[src/rtl/hpcs_pkg.sv]
// Shared types, constants and result formatting for the highest-pt candidate selector.
package hpcs_pkg;

    localparam int PT_LEVELS_DEF = 15;
    localparam int PRE_SLOTS_DEF = 2;
    localparam int OUT_SLOTS_DEF = 2;

    localparam int PT_W      = 4;
    localparam int IN_DATA_W = 24;
    localparam int OUT_DATA_W = 32;
    localparam int ADDR_W    = 3;

    localparam logic REG_REGION_IS_ENDCAP = 1'b0;  // paddr[2] of register 0

    typedef struct packed {
        logic [4:0] ssc;
        logic       rb;
        logic [1:0] phi;
        logic [4:0] dr;
        logic [3:0] dphi;
        logic       veto;
    } payload_t;

    typedef struct packed {
        logic              veto;
        logic [3:0]        dphi;
        logic [5:0]        dr;
        logic [1:0]        phi;
        logic [6:0]        r;
        logic [PT_W-1:0]   lvl;
        logic              found;
        logic              rank;
    } result_t;

    typedef enum logic [1:0] {
        ST_IDLE,
        ST_SCAN,
        ST_FETCH,
        ST_FLUSH
    } state_t;

    function automatic result_t fmt_result(payload_t p, logic [PT_W-1:0] lvl,
                                           logic rank, logic endcap);
        result_t res;
        res.veto  = p.veto;
        res.dphi  = p.dphi;
        res.dr    = {p.dr, 1'b0};
        res.phi   = p.phi;
        res.r     = {1'b0, p.ssc, p.rb} - {6'b0, endcap};
        res.lvl   = lvl;
        res.found = 1'b1;
        res.rank  = rank;
        return res;
    endfunction

endpackage

[src/rtl/hpcs_slot_store.sv]
// Candidate slot storage: hit flags in flops, payloads in a small memory.
module hpcs_slot_store #(
    parameter int NSLOTS = hpcs_pkg::PT_LEVELS_DEF * hpcs_pkg::PRE_SLOTS_DEF,
    parameter int IDX_W  = (NSLOTS > 1) ? $clog2(NSLOTS) : 1
) (
    input  logic               clk,
    input  logic               rst_n,
    input  logic               wr_en,
    input  logic [IDX_W-1:0]   wr_idx,
    input  logic               wr_hit,
    input  hpcs_pkg::payload_t wr_data,
    input  logic               clear,
    input  logic [IDX_W-1:0]   rd_idx,
    input  logic               rd_en,
    output logic               rd_hit,
    output hpcs_pkg::payload_t rd_data
);

    logic [NSLOTS-1:0]  hit_reg;
    logic [NSLOTS-1:0]  hit_next;
    hpcs_pkg::payload_t mem [NSLOTS];

    always_comb
    begin
        hit_next = hit_reg;
        if (clear)
        begin
            hit_next = '0;
        end
        else if (wr_en)
        begin
            hit_next[wr_idx] = wr_hit;
        end
    end

    always_ff @(posedge clk or negedge rst_n)
    begin
        if (!rst_n)
        begin
            hit_reg <= '0;
        end
        else
        begin
            hit_reg <= hit_next;
        end
    end

    always_ff @(posedge clk)
    begin
        if (wr_en)
        begin
            mem[wr_idx] <= wr_data;
        end
    end

    always_ff @(posedge clk)
    begin
        if (rd_en)
        begin
            rd_data <= mem[rd_idx];
        end
    end

    assign rd_hit = hit_reg[rd_idx];

`ifndef NO_ASSERTIONS
    a_no_write_during_clear: assert property (@(posedge clk) disable iff (!rst_n)
        !(wr_en && clear))
        else $error("slot write collides with flag clear");

    a_clear_empties: assert property (@(posedge clk) disable iff (!rst_n)
        clear |=> hit_reg == '0)
        else $error("hit flags not empty after clear");
`endif

endmodule

[src/rtl/highest_pt_candidate_selector_unit.sv]
// Top level: slot loading, priority scan sequencer, result staging and config register.
//
// Usage:
//   Slave stream (s_*) carries one candidate slot per word; s_tlast marks the
//   final slot and starts a selection. Master stream (m_*) returns the selected
//   candidates in rank order, highest pt level first, m_tlast on the final one.
//   If no slot hit, a single word with found=0 and m_tlast=1 is returned.
//   Write APB register 0 (region_is_endcap) only while the block is idle; not enforced.
// Timing:
//   Slot words without tlast are accepted back to back while idle. A tlast word
//   starts a scan that visits one slot per cycle from the top pt level down, adds a
//   fetch state per hit read from the payload memory, and ends in a flush state;
//   s_tready stays low until the flush is done. A fetch waits while a candidate is
//   held and the output register is full. The scan stops as soon as OUT_SLOTS hits
//   are found. The single payload memory read port and the slot-per-cycle sequencer
//   set the scan rate.
// Reset clears the hit flags, the sequencer and the output valid flag. When the
// receiver stalls, fetch and flush wait on the output register; no word is lost.
module highest_pt_candidate_selector_unit #(
    parameter int PT_LEVELS = hpcs_pkg::PT_LEVELS_DEF,
    parameter int PRE_SLOTS = hpcs_pkg::PRE_SLOTS_DEF,
    parameter int OUT_SLOTS = hpcs_pkg::OUT_SLOTS_DEF
) (
    input  logic                           clk,
    input  logic                           rst_n,
    // slave stream
    input  logic                           s_tvalid,
    output logic                           s_tready,
    // [3:0] pt_level, [4] slot_index, [5] hit, [10:6] subsector_id, [11] r_bit,
    // [13:12] phi_pos, [18:14] delta_r, [22:19] delta_phi, [23] veto_in
    input  logic [hpcs_pkg::IN_DATA_W-1:0] s_tdata,
    input  logic                           s_tlast,   // load_done
    // master stream
    output logic                           m_tvalid,
    input  logic                           m_tready,
    // [0] rank, [1] found, [5:2] sel_pt_level, [12:6] sel_r, [14:13] sel_phi,
    // [20:15] sel_delta_r, [24:21] sel_delta_phi, [25] sel_veto, [31:26] zero
    output logic [hpcs_pkg::OUT_DATA_W-1:0] m_tdata,
    output logic                           m_tlast,   // last_result
    // APB config
    input  logic                           psel,
    input  logic                           penable,
    input  logic                           pwrite,
    input  logic [hpcs_pkg::ADDR_W-1:0]    paddr,
    input  logic [31:0]                    pwdata,
    output logic [31:0]                    prdata,
    output logic                           pready
);

    localparam int NSLOTS = PT_LEVELS * PRE_SLOTS;
    localparam int IDX_W  = (NSLOTS > 1) ? $clog2(NSLOTS) : 1;
    localparam int SLOT_W = (PRE_SLOTS > 1) ? $clog2(PRE_SLOTS) : 1;
    localparam int CNT_W  = $clog2(OUT_SLOTS + 1);
    localparam int RES_W  = $bits(hpcs_pkg::result_t);

    // config register
    logic endcap_reg;

    assign pready = 1'b1;

    always_ff @(posedge clk or negedge rst_n)
    begin
        if (!rst_n)
        begin
            endcap_reg <= 1'b0;
        end
        else if (psel && penable && pwrite && pready
                 && paddr[2] == hpcs_pkg::REG_REGION_IS_ENDCAP)
        begin
            endcap_reg <= pwdata[0];
        end
    end

    assign prdata = (paddr[2] == hpcs_pkg::REG_REGION_IS_ENDCAP) ? {31'b0, endcap_reg} : '0;

    // input unpack
    logic [3:0]         in_pt;
    logic               in_slot;
    logic               in_hit;
    hpcs_pkg::payload_t in_payload;
    logic               in_fire;
    logic               in_wr_en;
    logic [IDX_W-1:0]   in_idx;

    assign in_pt              = s_tdata[3:0];
    assign in_slot            = s_tdata[4];
    assign in_hit             = s_tdata[5];
    assign in_payload.ssc     = s_tdata[10:6];
    assign in_payload.rb      = s_tdata[11];
    assign in_payload.phi     = s_tdata[13:12];
    assign in_payload.dr      = s_tdata[18:14];
    assign in_payload.dphi    = s_tdata[22:19];
    assign in_payload.veto    = s_tdata[23];

    assign in_fire  = s_tvalid && s_tready;
    assign in_wr_en = in_fire && (in_pt != 4'd0) && (32'(in_pt) <= PT_LEVELS)
                      && (32'(in_slot) < PRE_SLOTS);
    assign in_idx   = IDX_W'((32'(in_pt) - 32'd1) * PRE_SLOTS + 32'(in_slot));

    // sequencer state
    hpcs_pkg::state_t   state_reg, state_next;
    logic [3:0]         lvl_reg, lvl_next;
    logic [SLOT_W-1:0]  j_reg, j_next;
    logic [CNT_W-1:0]   found_cnt_reg, found_cnt_next;
    logic               hold_valid_reg, hold_valid_next;
    hpcs_pkg::result_t  hold_reg, hold_next;
    logic               out_valid_reg, out_valid_next;
    hpcs_pkg::result_t  out_word_reg, out_word_next;
    logic               out_last_reg, out_last_next;

    logic [IDX_W-1:0]   scan_idx;
    logic               scan_hit;
    logic               scan_at_end;
    logic               out_free;
    logic               rd_en;
    logic               clear;
    hpcs_pkg::payload_t rd_data;
    hpcs_pkg::result_t  fetched;
    logic [CNT_W-1:0]   found_inc;

    assign scan_idx    = IDX_W'((32'(lvl_reg) - 32'd1) * PRE_SLOTS + 32'(j_reg));
    assign scan_at_end = (lvl_reg == 4'd1) && (j_reg == SLOT_W'(PRE_SLOTS - 1));
    assign out_free    = !out_valid_reg || m_tready;
    assign found_inc   = found_cnt_reg + CNT_W'(1);
    assign fetched     = hpcs_pkg::fmt_result(rd_data, lvl_reg, found_cnt_reg[0], endcap_reg);

    assign s_tready = (state_reg == hpcs_pkg::ST_IDLE);
    assign rd_en    = (state_reg == hpcs_pkg::ST_SCAN) && scan_hit;
    assign clear    = (state_reg == hpcs_pkg::ST_FLUSH) && out_free;

    hpcs_slot_store #(
        .NSLOTS (NSLOTS),
        .IDX_W  (IDX_W)
    ) u_store (
        .clk     (clk),
        .rst_n   (rst_n),
        .wr_en   (in_wr_en),
        .wr_idx  (in_idx),
        .wr_hit  (in_hit),
        .wr_data (in_payload),
        .clear   (clear),
        .rd_idx  (scan_idx),
        .rd_en   (rd_en),
        .rd_hit  (scan_hit),
        .rd_data (rd_data)
    );

    // next state
    always_comb
    begin
        state_next = state_reg;
        unique case (state_reg)
            hpcs_pkg::ST_IDLE:
            begin
                if (in_fire && s_tlast)
                begin
                    state_next = hpcs_pkg::ST_SCAN;
                end
            end
            hpcs_pkg::ST_SCAN:
            begin
                if (scan_hit)
                begin
                    state_next = hpcs_pkg::ST_FETCH;
                end
                else if (scan_at_end)
                begin
                    state_next = hpcs_pkg::ST_FLUSH;
                end
            end
            hpcs_pkg::ST_FETCH:
            begin
                if (!hold_valid_reg || out_free)
                begin
                    if (found_inc == CNT_W'(OUT_SLOTS) || scan_at_end)
                    begin
                        state_next = hpcs_pkg::ST_FLUSH;
                    end
                    else
                    begin
                        state_next = hpcs_pkg::ST_SCAN;
                    end
                end
            end
            hpcs_pkg::ST_FLUSH:
            begin
                if (out_free)
                begin
                    state_next = hpcs_pkg::ST_IDLE;
                end
            end
            default:
            begin
                state_next = hpcs_pkg::ST_IDLE;
            end
        endcase
    end

    // datapath and output register
    always_comb
    begin
        lvl_next        = lvl_reg;
        j_next          = j_reg;
        found_cnt_next  = found_cnt_reg;
        hold_valid_next = hold_valid_reg;
        hold_next       = hold_reg;
        out_word_next   = out_word_reg;
        out_last_next   = out_last_reg;
        out_valid_next  = out_valid_reg && !m_tready;

        unique case (state_reg)
            hpcs_pkg::ST_IDLE:
            begin
                lvl_next = 4'(PT_LEVELS);
                j_next   = '0;
            end
            hpcs_pkg::ST_SCAN:
            begin
                if (!scan_hit && !scan_at_end)
                begin
                    if (j_reg == SLOT_W'(PRE_SLOTS - 1))
                    begin
                        j_next   = '0;
                        lvl_next = lvl_reg - 4'd1;
                    end
                    else
                    begin
                        j_next = j_reg + SLOT_W'(1);
                    end
                end
            end
            hpcs_pkg::ST_FETCH:
            begin
                if (!hold_valid_reg || out_free)
                begin
                    // the held candidate is not the last: a later hit exists
                    if (hold_valid_reg)
                    begin
                        out_word_next  = hold_reg;
                        out_last_next  = 1'b0;
                        out_valid_next = 1'b1;
                    end
                    hold_next       = fetched;
                    hold_valid_next = 1'b1;
                    found_cnt_next  = found_inc;
                    if (!scan_at_end)
                    begin
                        if (j_reg == SLOT_W'(PRE_SLOTS - 1))
                        begin
                            j_next   = '0;
                            lvl_next = lvl_reg - 4'd1;
                        end
                        else
                        begin
                            j_next = j_reg + SLOT_W'(1);
                        end
                    end
                end
            end
            hpcs_pkg::ST_FLUSH:
            begin
                if (out_free)
                begin
                    out_word_next   = hold_valid_reg ? hold_reg : hpcs_pkg::result_t'('0);
                    out_last_next   = 1'b1;
                    out_valid_next  = 1'b1;
                    hold_valid_next = 1'b0;
                    found_cnt_next  = '0;
                end
            end
            default:
            begin
                found_cnt_next = '0;
            end
        endcase
    end

    always_ff @(posedge clk or negedge rst_n)
    begin
        if (!rst_n)
        begin
            state_reg      <= hpcs_pkg::ST_IDLE;
            lvl_reg        <= '0;
            j_reg          <= '0;
            found_cnt_reg  <= '0;
            hold_valid_reg <= 1'b0;
            out_valid_reg  <= 1'b0;
        end
        else
        begin
            state_reg      <= state_next;
            lvl_reg        <= lvl_next;
            j_reg          <= j_next;
            found_cnt_reg  <= found_cnt_next;
            hold_valid_reg <= hold_valid_next;
            out_valid_reg  <= out_valid_next;
        end
    end

    always_ff @(posedge clk)
    begin
        hold_reg     <= hold_next;
        out_word_reg <= out_word_next;
        out_last_reg <= out_last_next;
    end

    assign m_tvalid = out_valid_reg;
    assign m_tdata  = {(hpcs_pkg::OUT_DATA_W - RES_W)'(0), out_word_reg};
    assign m_tlast  = out_last_reg;

`ifndef NO_ASSERTIONS
    a_cnt_bound: assert property (@(posedge clk) disable iff (!rst_n)
        32'(found_cnt_reg) <= OUT_SLOTS)
        else $error("found count above OUT_SLOTS");

    a_hold_counted: assert property (@(posedge clk) disable iff (!rst_n)
        hold_valid_reg |-> found_cnt_reg != '0)
        else $error("held candidate without count");

    a_flush_ends: assert property (@(posedge clk) disable iff (!rst_n)
        (state_reg == hpcs_pkg::ST_FLUSH && out_free)
        |=> (state_reg == hpcs_pkg::ST_IDLE && m_tvalid && m_tlast && !hold_valid_reg))
        else $error("selection did not close with a last word");

    a_idle_empty: assert property (@(posedge clk) disable iff (!rst_n)
        state_reg == hpcs_pkg::ST_IDLE |-> (found_cnt_reg == '0 && !hold_valid_reg))
        else $error("idle with pending candidate");
`endif

endmodule

[config.mk]
export PLATFORM = sky130hd
export DESIGN_NAME = highest_pt_candidate_selector_unit
export DESIGN_NICKNAME = d
export VERILOG_FILES = /design/src/rtl/hpcs_pkg.sv /design/src/rtl/hpcs_slot_store.sv /design/src/rtl/highest_pt_candidate_selector_unit.sv
export SDC_FILE = /design/constraint.sdc
export NUM_CORES = 1
export LEC_CHECK = 0
export ABC_AREA = 1
export BUFFER_PORTS_ARGS = -buffer_cell sky130_fd_sc_hd__buf_2
export CAP_MARGIN = 20
export CORE_MARGIN = 2
export CORE_UTILIZATION = 40
export CTS_BUF_LIST = sky130_fd_sc_hd__clkbuf_4 sky130_fd_sc_hd__clkbuf_8
export DETAILED_ROUTE_END_ITERATION = 10
export GPL_TIMING_DRIVEN = 0
export PLACE_DENSITY = 0.65
export SLEW_MARGIN = 20
export SYNTH_ARGS = -nofsm -noshare
export SYNTH_HDL_FRONTEND = slang
export SYNTH_SLANG_ARGS = --single-unit
[constraint.sdc]
create_clock -name clk -period 7.7 [get_ports clk]
set_input_delay 1.155 -clock clk [delete_from_list [all_inputs] [get_ports clk]]
set_output_delay 1.155 -clock clk [all_outputs]
set_load 0.01 [all_outputs]
== After elaboration in Yosys (flattened, before gate mapping) ==
Memory sizes are Yosys's and may differ from the RTL's. A register that Yosys moved wholly into a read port is not among the register bits.
Cells that the tools add are included.
Word-level totals
  register bits after elaboration: 93
  bits in writable memories: 540
  input bits: 67
  output and inout port bits: 68
  word-level logic and storage cells: 124
  memories: 1
Cells by class
  add/subtract/negate cells: 8
  magnitude comparators: 3
  eq/ne operators: 12
  multiplexer cells: 45
  bitwise logic cells: 1
  reductions and logical operators: 30
Memory list
  u_store.mem: depth 30, width 18, rd ports 1, clocked after Yosys merged registers in 1, write ports 1, line hpcs_slot_store.sv:21  | hpcs_pkg::payload_t mem [NSLOTS];
Operators with widths (count)
  26-bit 2-to-1 mux: 4
  30-bit 2-to-1 mux: 2
  26-bit one-hot mux with 2 select lines: 1
  30-bit bitwise mux: 1
  1-bit 2-to-1 mux: 17
  4-bit 2-to-1 mux: 4
  2-bit 2-to-1 mux: 7
  1-bit logical AND: 12
  5-bit by 6-bit < comparator with 1-bit output, second input constant: 2
  4-bit one-hot mux with 3 select lines: 1
  4-bit AND reduction: 3
  4-bit by 1-bit subtractor with 4-bit output, second input constant: 3
  5-bit by 2-bit adder with 5-bit output: 2
  2-bit != test, second input constant: 4
  2-bit one-hot mux with 4 select lines: 1
  6-bit by 1-bit subtractor with 7-bit output: 1
  2-bit == test, second input constant: 3
  1-bit one-hot mux with 2 select lines: 3
  1-bit binary-select mux with 5-bit select: 1
  1-bit demux with 5-bit select: 1
  5-bit by 1-bit >= comparator with 1-bit output, second input constant: 1
  1-bit logical NOT: 5
  4-bit by 1-bit == test with 1-bit output, second input constant: 1
  2-bit by 1-bit != test with 1-bit output, second input constant: 2
  14 further kinds: 17

== Depth between registers and ports, before layout ==
Gate-level depths: netlist of run 1.
  word-level depth: 9
  depth in mapped cells: 14
  depth with buffers taken out: 12

== Modules after synthesis ==
A second synthesis of run 1 with hierarchy kept.
Unflattened totals
  cell total of the unflattened synthesis: 2417
  area, all modules: 27234.9 µm²
Modules (own cells, without submodules)
  hpcs_slot_store: times used 1, cells an instance 2134, area an instance 24215.7 µm², sequential area each 17506.8 µm²
  highest_pt_candidate_selector_unit: times used 1, cells an instance 283, area an instance 3019.1 µm², sequential area each 1801.7 µm²

== Worst setup path before layout of run 1 ==
OpenSTA, ideal clock, no wires.
  path type: in2reg
  from: input port s_tdata[0] (netlist bit)
  to: memory u_store.mem[28][0] (netlist bit) (enable)
  arrival: 3743 ps
  data required time: 7258 ps
  slack: 3515 ps
  stages on the path: 5
  buffers on the path: 0
  cells stage by stage: inv_1 ha_1 a31oi_4 nand3_1 nor4_1
On the way
  cells in the longest elaborated chain, start to end: 4
  elaborated cells between the ends (all ways): 6
  classes of those cells: add/sub (2); mux (2); reduce/logical (2)
Ends and longest elaborated chain
  start: declaration: line highest_pt_candidate_selector_unit.sv:31  | input logic [hpcs_pkg::IN_DATA_W-1:0] s_tdata,
  branches (longest 4 deep; another with 5-bit by 2-bit adder with 5-bit output)
  end: declaration: line hpcs_slot_store.sv:21
Several ways; the timed one is not identified.

== Final worst setup path of run 1 ==
  from: register lvl_reg[0]
  to: register, netlist name u_store.rd_data[11]
On the way
  cells in the longest elaborated chain, start to end: 5
Ends and longest elaborated chain
  start: declaration: line highest_pt_candidate_selector_unit.sv:102  | logic [3:0] lvl_reg, lvl_next;
  start signal: assignment: line highest_pt_candidate_selector_unit.sv:292  | lvl_reg <= lvl_next;
  4-bit by 1-bit subtractor with 4-bit output (*): line highest_pt_candidate_selector_unit.sv:121  | assign scan_idx = IDX_W'((32'(lvl_reg) - 32'd1) * PRE_SLOTS + 32'(j_reg));
  5-bit by 2-bit adder with 5-bit output (*): line highest_pt_candidate_selector_unit.sv:121
  1-bit binary-select mux with 5-bit select: line hpcs_slot_store.sv:64  | assign rd_hit = hit_reg[rd_idx];
  1-bit 2-to-1 mux (implied by the code): line hpcs_slot_store.sv:64
  1-bit logical AND: line highest_pt_candidate_selector_unit.sv:128  | assign rd_en = (state_reg == hpcs_pkg::ST_SCAN) && scan_hit;
Every way passes the cells marked *; elsewhere a longest branch is shown, timed or not. The select of a mux whose other input is x is not followed.
A chain may end at the register's enable or synchronous reset.

==> results of run 1 <==
## per-stage QoR
stage	hold slack [ps]	area, um2	power [mW]	worst slack (ps)
6_report	418	30700	12.0	3240
3_3_place_gp	406	27900	8.94	1170
4_1_cts	418	30700	11.9	3430
2_1_floorplan	400	26500	7.06	3510
5_1_grt	430	30700	12.5	3260
3_5_place_dp	405	28700	9.04	3450
## layer usage
metal	global-route usage, %	vias up
met2	36.4	1307
li1	-	7984
met3	5.48	211
met4	11.6	6
met5	0	-
met1	31.5	9107
## cells in the mapped netlist, drive strengths merged
| library cell | instances |
|---|---|
| nand4 | 7 |
| xnor2 | 4 |
| a21oi | 5 |
| nor3b | 2 |
| o21a | 6 |
| nor2 | 390 |
| o311ai | 8 |
| nor4 | 2 |
| dfrtp | 42 |
| inv | 76 |
| nor3 | 61 |
| ha | 11 |
| o21bai | 1 |
| a31oi | 4 |
| nand3 | 94 |
| o22ai | 56 |
| clkbuf | 51 |
| xor2 | 4 |
| o221ai | 59 |
| buf | 120 |
| o211ai | 25 |
| edfxtp | 608 |
| o21ai | 285 |
| conb | 2 |
| nand2 | 149 |
## cell type report
type	instances	area [um2]	area share [%]
inverter	76	288	0.938
timing repair buffer	89	813	2.65
sequential	650	19300	63.0
tap	864	1080	3.53
antenna	1	2.50	0.00816
multi-input combinational	1212	6170	20.1
buffer	171	1010	3.28
clock buffer	129	1610	5.24
clock inverter	61	392	1.28
## power groups by stage
stage	Clock, mW	Sequential, mW	Combinational [mW]
finish	2.87	4.36	4.79
global route	3.04	4.39	5.06
CTS	2.89	4.36	4.63
detailed placement	0	4.43	4.61
global placement	0	4.43	4.52
floorplan	0	4.44	2.63
## cell families after synthesis
family,Yosys count
buffers and inverters,247
flip-flops,650
AO/OA/AOI/OAI,449
XOR/XNOR,8
other,2
adder cells (fa/ha/maj),11
AND/OR/NAND/NOR,705
## critical path: stages, from the launching register on
cell and delay, ps:
dfrtp_1 710, inv_2 170, buf_4 260, clkbuf_1 310
ha_1 380, buf_2 260, buf_2 430, buf_1 720
o221ai_1 410, nand3_1 150, nand2_1 100, nand2_1 70
nand2_1 170
## final timing paths
kind | from | end | slack, ps | depth (start not counted)
max | lvl_reg[0]$_DFFE_PN0P_ | u_store.rd_data[11]$_DFFE_PP_ | 3240 | 12
min | u_store.rd_data[10]$_DFFE_PP_ | hold_reg[13]$_DFFE_PP_ | 420 | 0
max reg2reg | lvl_reg[0]$_DFFE_PN0P_ | u_store.rd_data[11]$_DFFE_PP_ | 3240 | 12
min reg2reg | u_store.rd_data[10]$_DFFE_PP_ | hold_reg[13]$_DFFE_PP_ | 420 | 0
max in group asynchronous | rst_n | j_reg$_DFFE_PN0P_ | 6850 | 1
min in group asynchronous | rst_n | u_store.hit_reg[11]$_DFFE_PN0P_ | 430 | 1
==> impl_metrics.yaml, run 1 <==
sta:
  skew_ps: 56.5
  worst_slew_pin_slew_ps: 1070
  setup_viol_count_final: 0
  finalHoldViolations: 0
  timing.final.max_slew_violations: 0
  grt_setup_unrepaired: "no"
  relSlewSlack_pct: 28.4
  period_needed_ps: 4460
  finalSetupTns_ps: 0
  fin_crit_sh_pct: 57.9
  max_freq_mhz: 224
finish:
  final_cell_mix: "608 x edfxtp_1, 361 x nor2_1, 257 x o21ai_0, 146 x nand2_1, 111 x buf_2"
  stdcell_count: 3253
  syn_to_final_growth_pct: 16.2
  final_common_cell: "edfxtp_1"
  n_fill_cell: 5709
  largest_register_ffs: 540
  final_net_count: 2380
  fin_util_pct: 46.8
  post_route_cells_drive_above_1_share_pct: 17.2
cts:
  tritoncts: "done"
  clk_latency_ps: 730
  cts_setup_buffers: 0
  cts_buffers: 102
  cts_hold_buf: 0
  htreeDepth: 3
  cts.repair.resized: 0
  clk_pin_slew_ps: 60
  cts.sinks: 650
  root_buffer: "clkbuf_8"
  ctsLongestPathBuffers: 3
floorplanning:
  fp.dieW_um: 261
  rows: 94
  io-pin-count: 135
  dieArea_mm2: 0.0681
  start_util_pct: 40.3
  coreArea_mm2: 0.0655
  die_h_um: 261
synth:
  synth_warnings: 0
  synth_xor_area_share_pct: 0.322
  synth_seq_cells: 650
  yosysSeqAreaShare_pct: 73.1
  yosysTopAreaCellShare_pct: 69.2
  synth_cell_types: 39
  synthMuxAreaShare_pct: 0
  synthSimpleGateAreaFrac_pct: 11.0
  synth.avg_cell_area_um2: 12.7
  synth_compound_area_share_pct: 10.1
  yosys.area.top_type: "edfxtp_1"
  synthAdderAreaFrac_pct: 0.521
  synth_top_family_by_area: "simple AND/OR/NAND/NOR gates"
  synthesis.area_mm2: 0.0264
  synth.area.top_cells: "edfxtp_1 69%, nor2_1 5.5%, o21ai_0 4.9%"
  synthCells: 2072
pwr:
  p_leak_nw: 10.6
  switching_share_pct: 41.7
  p_sw_mw: 5.01
  p_per_area_mw_per_mm2: 392
  p_clk_share_pct: 23.9
  internal-power_mw: 7.01
  combinationalPowerShare_pct: 39.9
  p_seq_share_pct: 36.3
  vdd_ir_drop_max_v: 0.000287
drt:
  route.detailed.drc: 0
  post_drt_wl_per_cell_um: 24.7
  routed-wl-met3_um: 9940
  wirelength_um: 80300
  drt-met1-wl_um: 30400
  drt_iter0_drc: 2717
  dr_wl_met2_um: 35900
  vias_per_cell: 5.72
  ant_nets: 0
  maxUsedRoutingLayer: "met5"
  drtPass1Iterations: 6
  vias: 18600
grt:
  grt_pass1_wl_um: 116000
  grt.total_usage_pct: 23.6
  grt-ovfl-total: 0
  grt_pass1_vias: 18000
  grt_max_degree: 43
  antenna_found_initial: 6
critical_path:
  startpoint_type: "flip-flop"
  endpoint_kind: "flip-flop"
  crit_fanout: 10
  worst-endpoint-required_ps: 8100
  cp_data_arrival_time_ps: 4860
  timing_worst_setup_path_type: "flip-flop to flip-flop"
min_path:
  hold_path.class: "flip-flop to flip-flop"
flow_run:
  cap_violations: 0
outcome:
  outcome: "finished, final reports clean"
placed_design:
  numPortBuffers: 61
  gp_congestion: 0.906
  place_inst: 3062
  dp_hpwl_um: 52300
Power figures use the tool's default switching activity.
==> run 2: changes to the inputs <==
- ABC_AREA: 1 -> 0
- clock period: 7.7 -> 4.6 ns (I/O delays scaled with it)
==> impl_metrics.yaml, run 2 <==
outcome:
  outcome: "finished, violations left"
  violations: "hold timing"
critical_path:
  path_cells: "buf_2 -> inv_1 -> ha_1 -> xor2_2 -> buf_2 -> mux4_2 -> mux2_2"
  cp_data_arrival_time_ps: 4220
  crit_fanout: 10
  cp_common_cell: "buf_2"
  critical-path-top-delay-family: "buffers and inverters"
  endpoint_kind: "flip-flop"
  worst-endpoint-required_ps: 5020
  startpoint_type: "flip-flop"
  worstPathBufferInverterCount: 3
  worstSetupStartpoint: "lvl_reg[0]$_DFFE_PN0P_"
  timing_worst_setup_path_type: "flip-flop to flip-flop"
  critPathSlowestCell: "xor2_2"
  timing.rr.start: "lvl_reg[0]$_DFFE_PN0P_"
  crit_path_max_incr_delay_ps: 810
sta:
  timing.final.max_slew_violations: 0
  worst_slew_pin_slew_ps: 1050
  whs_ps: -1.32
  grt_setup_unrepaired: "no"
  max_freq_mhz: 263
  fin_crit_sh_pct: 82.5
  relSlewSlack_pct: 30.2
  period_needed_ps: 3800
  skew_ps: 19.9
  finalSetupTns_ps: 0
  setup_viol_count_final: 0
  finalHoldViolations: 1
  worst_slack_ps: 804
synth:
  yosys.area.top_type: "edfxtp_1"
  ys_top_cells_by_count: "608 x edfxtp_1, 166 x mux4_2, 81 x nor2_1, 46 x buf_4, 42 x dfrtp_1"
  synthCells: 1254
  synth_cell_types: 46
  synth.area.top_cells: "edfxtp_1 71%, mux4_2 15%, dfrtp_1 4.1%"
  synthesis.area_mm2: 0.0257
  yosysSeqAreaShare_pct: 75.2
  yosysMostFrequentCell: "edfxtp_1"
  synth_warnings: 0
  synth.avg_cell_area_um2: 20.5
  async_flop_share_pct: 6.46
  synth-edff-count: 608
  synth_seq_cells: 650
  synth_top_flop_cell: "edfxtp_1"
  yosysTopAreaCellShare_pct: 71.1
finish:
  syn_to_final_growth_pct: 17.2
  stdcell_area_mm2: 0.0301
  final_common_cell: "edfxtp_1"
  largest_register_ffs: 540
  fin_util_pct: 47.5
  stdcell_count: 2406
  final_cell_mix: "608 x edfxtp_1, 166 x mux4_2, 105 x clkbuf_8, 77 x buf_2, 50 x nor2_1"
  final_net_count: 1557
  n_fill_cell: 5227
  post_route_cells_drive_above_1_share_pct: 34.8
cts:
  root_buffer: "clkbuf_8"
  tritoncts: "done"
  clk_pin_slew_ps: 60
  cts_hold_buf: 0
  cts_setup_buffers: 0
  clk_latency_ps: 690
  htreeDepth: 3
  cts.repair.resized: 0
  cts.sinks: 650
  ctsLongestPathBuffers: 3
  cts_buffers: 98
pwr:
  vdd_ir_drop_max_v: 0.000290
  p_sw_mw: 4.30
  combinationalPowerShare_pct: 23.7
  switching_share_pct: 27.7
  p_leak_nw: 9.91
  p_seq_share_pct: 44.8
  p_clk_share_pct: 31.5
  fin_total_pwr_mw: 15.5
  p_per_area_mw_per_mm2: 516
  internal-power_mw: 11.2
floorplanning:
  fp.dieW_um: 257
  start_util_pct: 40.5
  rows: 92
  die_h_um: 257
  dieArea_mm2: 0.0662
  coreArea_mm2: 0.0633
  io-pin-count: 135
drt:
  ant_nets: 0
  maxUsedRoutingLayer: "met5"
  route.detailed.drc: 0
  drt-met1-wl_um: 22900
  vias: 12700
  routed-wl-met3_um: 4400
  drtPass1Iterations: 8
  drt_iter0_drc: 1241
  dr_wl_met2_um: 30200
  wirelength_um: 59200
  post_drt_wl_per_cell_um: 24.6
  vias_per_cell: 5.30
flow_run:
  cap_violations: 0
placed_design:
  gp_congestion: 0.799
  place_inst: 2225
  dp_hpwl_um: 38100
  preCtsSetupSlack_ps: 787
  numPortBuffers: 61
  placed_area_mm2: 0.0280
grt:
  antenna_found_initial: 4
  grt_pass1_wl_um: 85400
  grt.total_usage_pct: 17.9
  grt-ovfl-total: 0
  grt_max_degree: 43
  grt_pass1_vias: 13000
min_path:
  hold_path.class: "input pin to async pin"
## run 2: cell count changes after synthesis, sizes merged, moves of 51 or more
cell,before,now
mux4,0,166
nand3,94,5
buf,120,69
o22ai,56,1
nand2,149,41
o221ai,59,0
nor2,390,81
nor3,61,4
o21ai,285,30
inv,76,13
## run 2: power groups by stage
stage                     sequential (mW)  combinational (mW)  clock [mW]
after CTS                            6.95                3.72        4.98
after floorplan                      7.11                2.44           0
after detailed placement             7.07                3.71           0
after global routing                 6.98                3.92        5.22
final                                6.95                3.67        4.89
after global placement               7.07                3.60           0
## run 2: area by class of cell
cell class / count / area (um2) / share of cell area [%]
Antenna cell: 1 / 2.50 / 0.00832
Clock inverter: 44 / 368 / 1.22
Sequential cell: 650 / 19300 / 64.2
Inverter: 13 / 48.8 / 0.162
Multi-Input combinational cell: 529 / 6100 / 20.3
Buffer: 99 / 581 / 1.93
Timing Repair Buffer: 88 / 930 / 3.09
Clock buffer: 136 / 1680 / 5.58
Tap cell: 846 / 1060 / 3.52
## run 2: path summary, 6_finish.rpt
kind	to	depth (start not counted)	slack [ps]
max in group asynchronous	u_store.hit_reg[5]$_DFFE_PN0P_	1	4160
min reg2reg	hold_reg[16]$_DFFE_PP_	0	420
max	u_store.rd_data[10]$_DFFE_PP_	7	800
max reg2reg	u_store.rd_data[10]$_DFFE_PP_	7	800
min	endcap_reg$_DFFE_PN0P_	1	-1
min in group clk	endcap_reg$_DFFE_PN0P_	2	250
## run 2: worst register-to-register path: cells and delay by family (launching register included)
| kind | cells | cell delay, ps |
|---|---|---|
| buf+inv | 3 | 1060 |
| mux | 2 | 920 |
| xor+xnor | 1 | 810 |
| flops | 1 | 460 |
| fa+ha+maj | 1 | 290 |
## run 2: logic make-up after synthesis
group                    Yosys count  share of synthesized area [%]
buffers and inverters            112                           2.45
flip-flops                       650                           75.2
other                              2                         0.0293
adder cells (fa/ha/maj)           11                          0.536
AO/OA/AOI/OAI                     82                           1.85
XOR/XNOR                          10                          0.370
AND/OR/NAND/NOR                  176                           3.07
multiplexers                     211                           16.5
## run 2: metal layers
layer | global-route usage, % | vias to the layer above
li1 | - | 5460
met1 | 22.6 | 6640
met2 | 30.8 | 545
met3 | 3.49 | 102
met4 | 6.79 | 2
met5 | 0 | -
==> run 3: changes to the inputs <==
- clock period: 4.6 -> 3.8 ns (I/O delays scaled with it)
==> impl_metrics.yaml, run 3 (synthesized netlist as in run 2, its figures left out) <==
outcome:
  outcome: "finished, final reports clean"
sta:
  timing.final.max_slew_violations: 0
  grt_setup_unrepaired: "no"
  fin_crit_sh_pct: 97.3
  finalHoldViolations: 0
  whs_ps: 137
  setup_viol_count_final: 0
  worst_slew_pin_slew_ps: 983
  max_freq_mhz: 270
  period_needed_ps: 3700
  relSlewSlack_pct: 34.4
  skew_ps: 23.8
grt:
  antenna_found_initial: 4
  grt.total_usage_pct: 18.0
  grt_pass1_vias: 12900
  grt-ovfl-total: 0
  grt_pass1_wl_um: 85500
  grt_max_degree: 43
critical_path:
  crit_path_max_incr_delay_ps: 610
  timing_worst_setup_path_type: "flip-flop to flip-flop"
  cp_data_arrival_time_ps: 4120
  cp_common_cell: "buf_2"
  endpoint_kind: "flip-flop"
  path_cells: "buf_2 -> inv_1 -> ha_1 -> buf_2 -> buf_2 -> buf_2 -> mux4_2 -> nor2_1 -> nor2_1"
  crit_fanout: 10
  critPathSlowestCell: "mux4_2"
  worst-endpoint-required_ps: 4220
  startpoint_type: "flip-flop"
floorplanning:
  io-pin-count: 135
  rows: 92
  dieArea_mm2: 0.0662
  die_h_um: 257
  start_util_pct: 40.5
  fp.dieW_um: 257
  coreArea_mm2: 0.0633
pwr:
  fin_total_pwr_mw: 18.8
  p_leak_nw: 9.92
  p_per_area_mw_per_mm2: 624
  vdd_ir_drop_max_v: 0.000350
finish:
  post_route_cells_drive_above_1_share_pct: 34.9
  final_common_cell: "edfxtp_1"
  final_cell_mix: "608 x edfxtp_1, 166 x mux4_2, 105 x clkbuf_8, 77 x buf_2, 50 x nor2_1"
  syn_to_final_growth_pct: 17.3
  largest_register_ffs: 540
  final_net_count: 1558
cts:
  clk_latency_ps: 700
  cts_buffers: 98
  htreeDepth: 3
  ctsLongestPathBuffers: 3
  tritoncts: "done"
  cts.sinks: 650
  clk_pin_slew_ps: 60
  root_buffer: "clkbuf_8"
drt:
  drtPass1Iterations: 5
  ant_nets: 0
  post_drt_wl_per_cell_um: 24.6
  vias_per_cell: 5.29
  wirelength_um: 59300
  drt_iter0_drc: 1155
  vias: 12700
  route.detailed.drc: 0
placed_design:
  dp_hpwl_um: 38100
  numPortBuffers: 61
  gp_congestion: 0.799
min_path:
  hold_path.class: "input pin to flip-flop"
flow_run:
  cap_violations: 0
## run 3: cell count changes in the layout (fill, tap and decap cells not counted), sizes merged
cell           before  now
clkdlybuf4s15       0    1
dlygate4sd3         0    1
buf               157  156
## run 3: report_power, final
group / internal [mW] / switching (mW)
registers: 8.29 / 0.117
logic: 2.01 / 2.45
clock network: 3.27 / 2.65
total: 13.6 / 5.21
## run 3: cell type report
class,instances,area (um2)
fillers,5221,33200
flip-flops and latches,650,19300
multi-input cells,529,6110
clock buffers,136,1680
well taps,846,1060
repair buffers,89,940
plain buffers,99,589
clock inverters,44,368
inverters,13,48.8
diodes,1,2.50
## run 3: worst max-delay path, delay by kind of cell, from the launching register on
| kind | cells | cell delay [ps] |
|---|---|---|
| buffers and inverters | 5 | 1700 |
| muxes | 1 | 610 |
| DFF | 1 | 470 |
| adders and majority gates | 1 | 320 |
| and+or+nand+nor | 2 | 330 |
## run 3: repair_timing
action | 4_1_cts | 5_1_grt
endpoints found under the setup margin | 5 | 3
buffers inserted | 0 | 0
gates resized for setup | 3 | 3
endpoints found under the hold margin | 0 | 42
hold buffers | 0 | 1
## run 3: worst paths after layout
kind,start,end,depth (start not counted),slack [ps]
max,lvl_reg[0]$_DFFE_PN0P_,u_store.rd_data[9]$_DFFE_PP_,9,100
min,pwdata[0],endcap_reg$_DFFE_PN0P_,2,140
max reg2reg,lvl_reg[0]$_DFFE_PN0P_,u_store.rd_data[9]$_DFFE_PP_,9,100
min reg2reg,u_store.rd_data[5]$_DFFE_PP_,hold_reg[16]$_DFFE_PP_,0,420
max in group asynchronous,rst_n,u_store.hit_reg[4]$_DFFE_PN0P_,2,2950
min in group asynchronous,rst_n,endcap_reg$_DFFE_PN0P_,2,420
## run 3: metal layers
metal | up-vias | GRT usage [%] | routed length (um) | part of all wire [%]
li1 | 5469 | - | - | -
met1 | 6658 | 22.7 | 23000 | 39
met2 | 510 | 31.0 | 30400 | 51
met3 | 95 | 3.48 | 4230 | 7.1
met4 | 2 | 6.47 | 1620 | 2.7
met5 | - | 0 | 13 | 0.022
## run 3: stage by stage
stage / setup slack (ps) / instance area (um2) / TNS, ps / std cells / util (%)
global route: 3.40 / 30100 / 0 / 2407 / 47.5
finish: 102 / 30100 / 0 / 2407 / 47.5
CTS: 55.9 / 30100 / 0 / 2405 / 47.5
global placement: -539 / 27200 / -154550 / 2198 / 42.9
floorplan: 1000 / 25800 / 0 / 1291 / -
detailed placement: -13.1 / 28000 / -13.1 / 2225 / 44.3
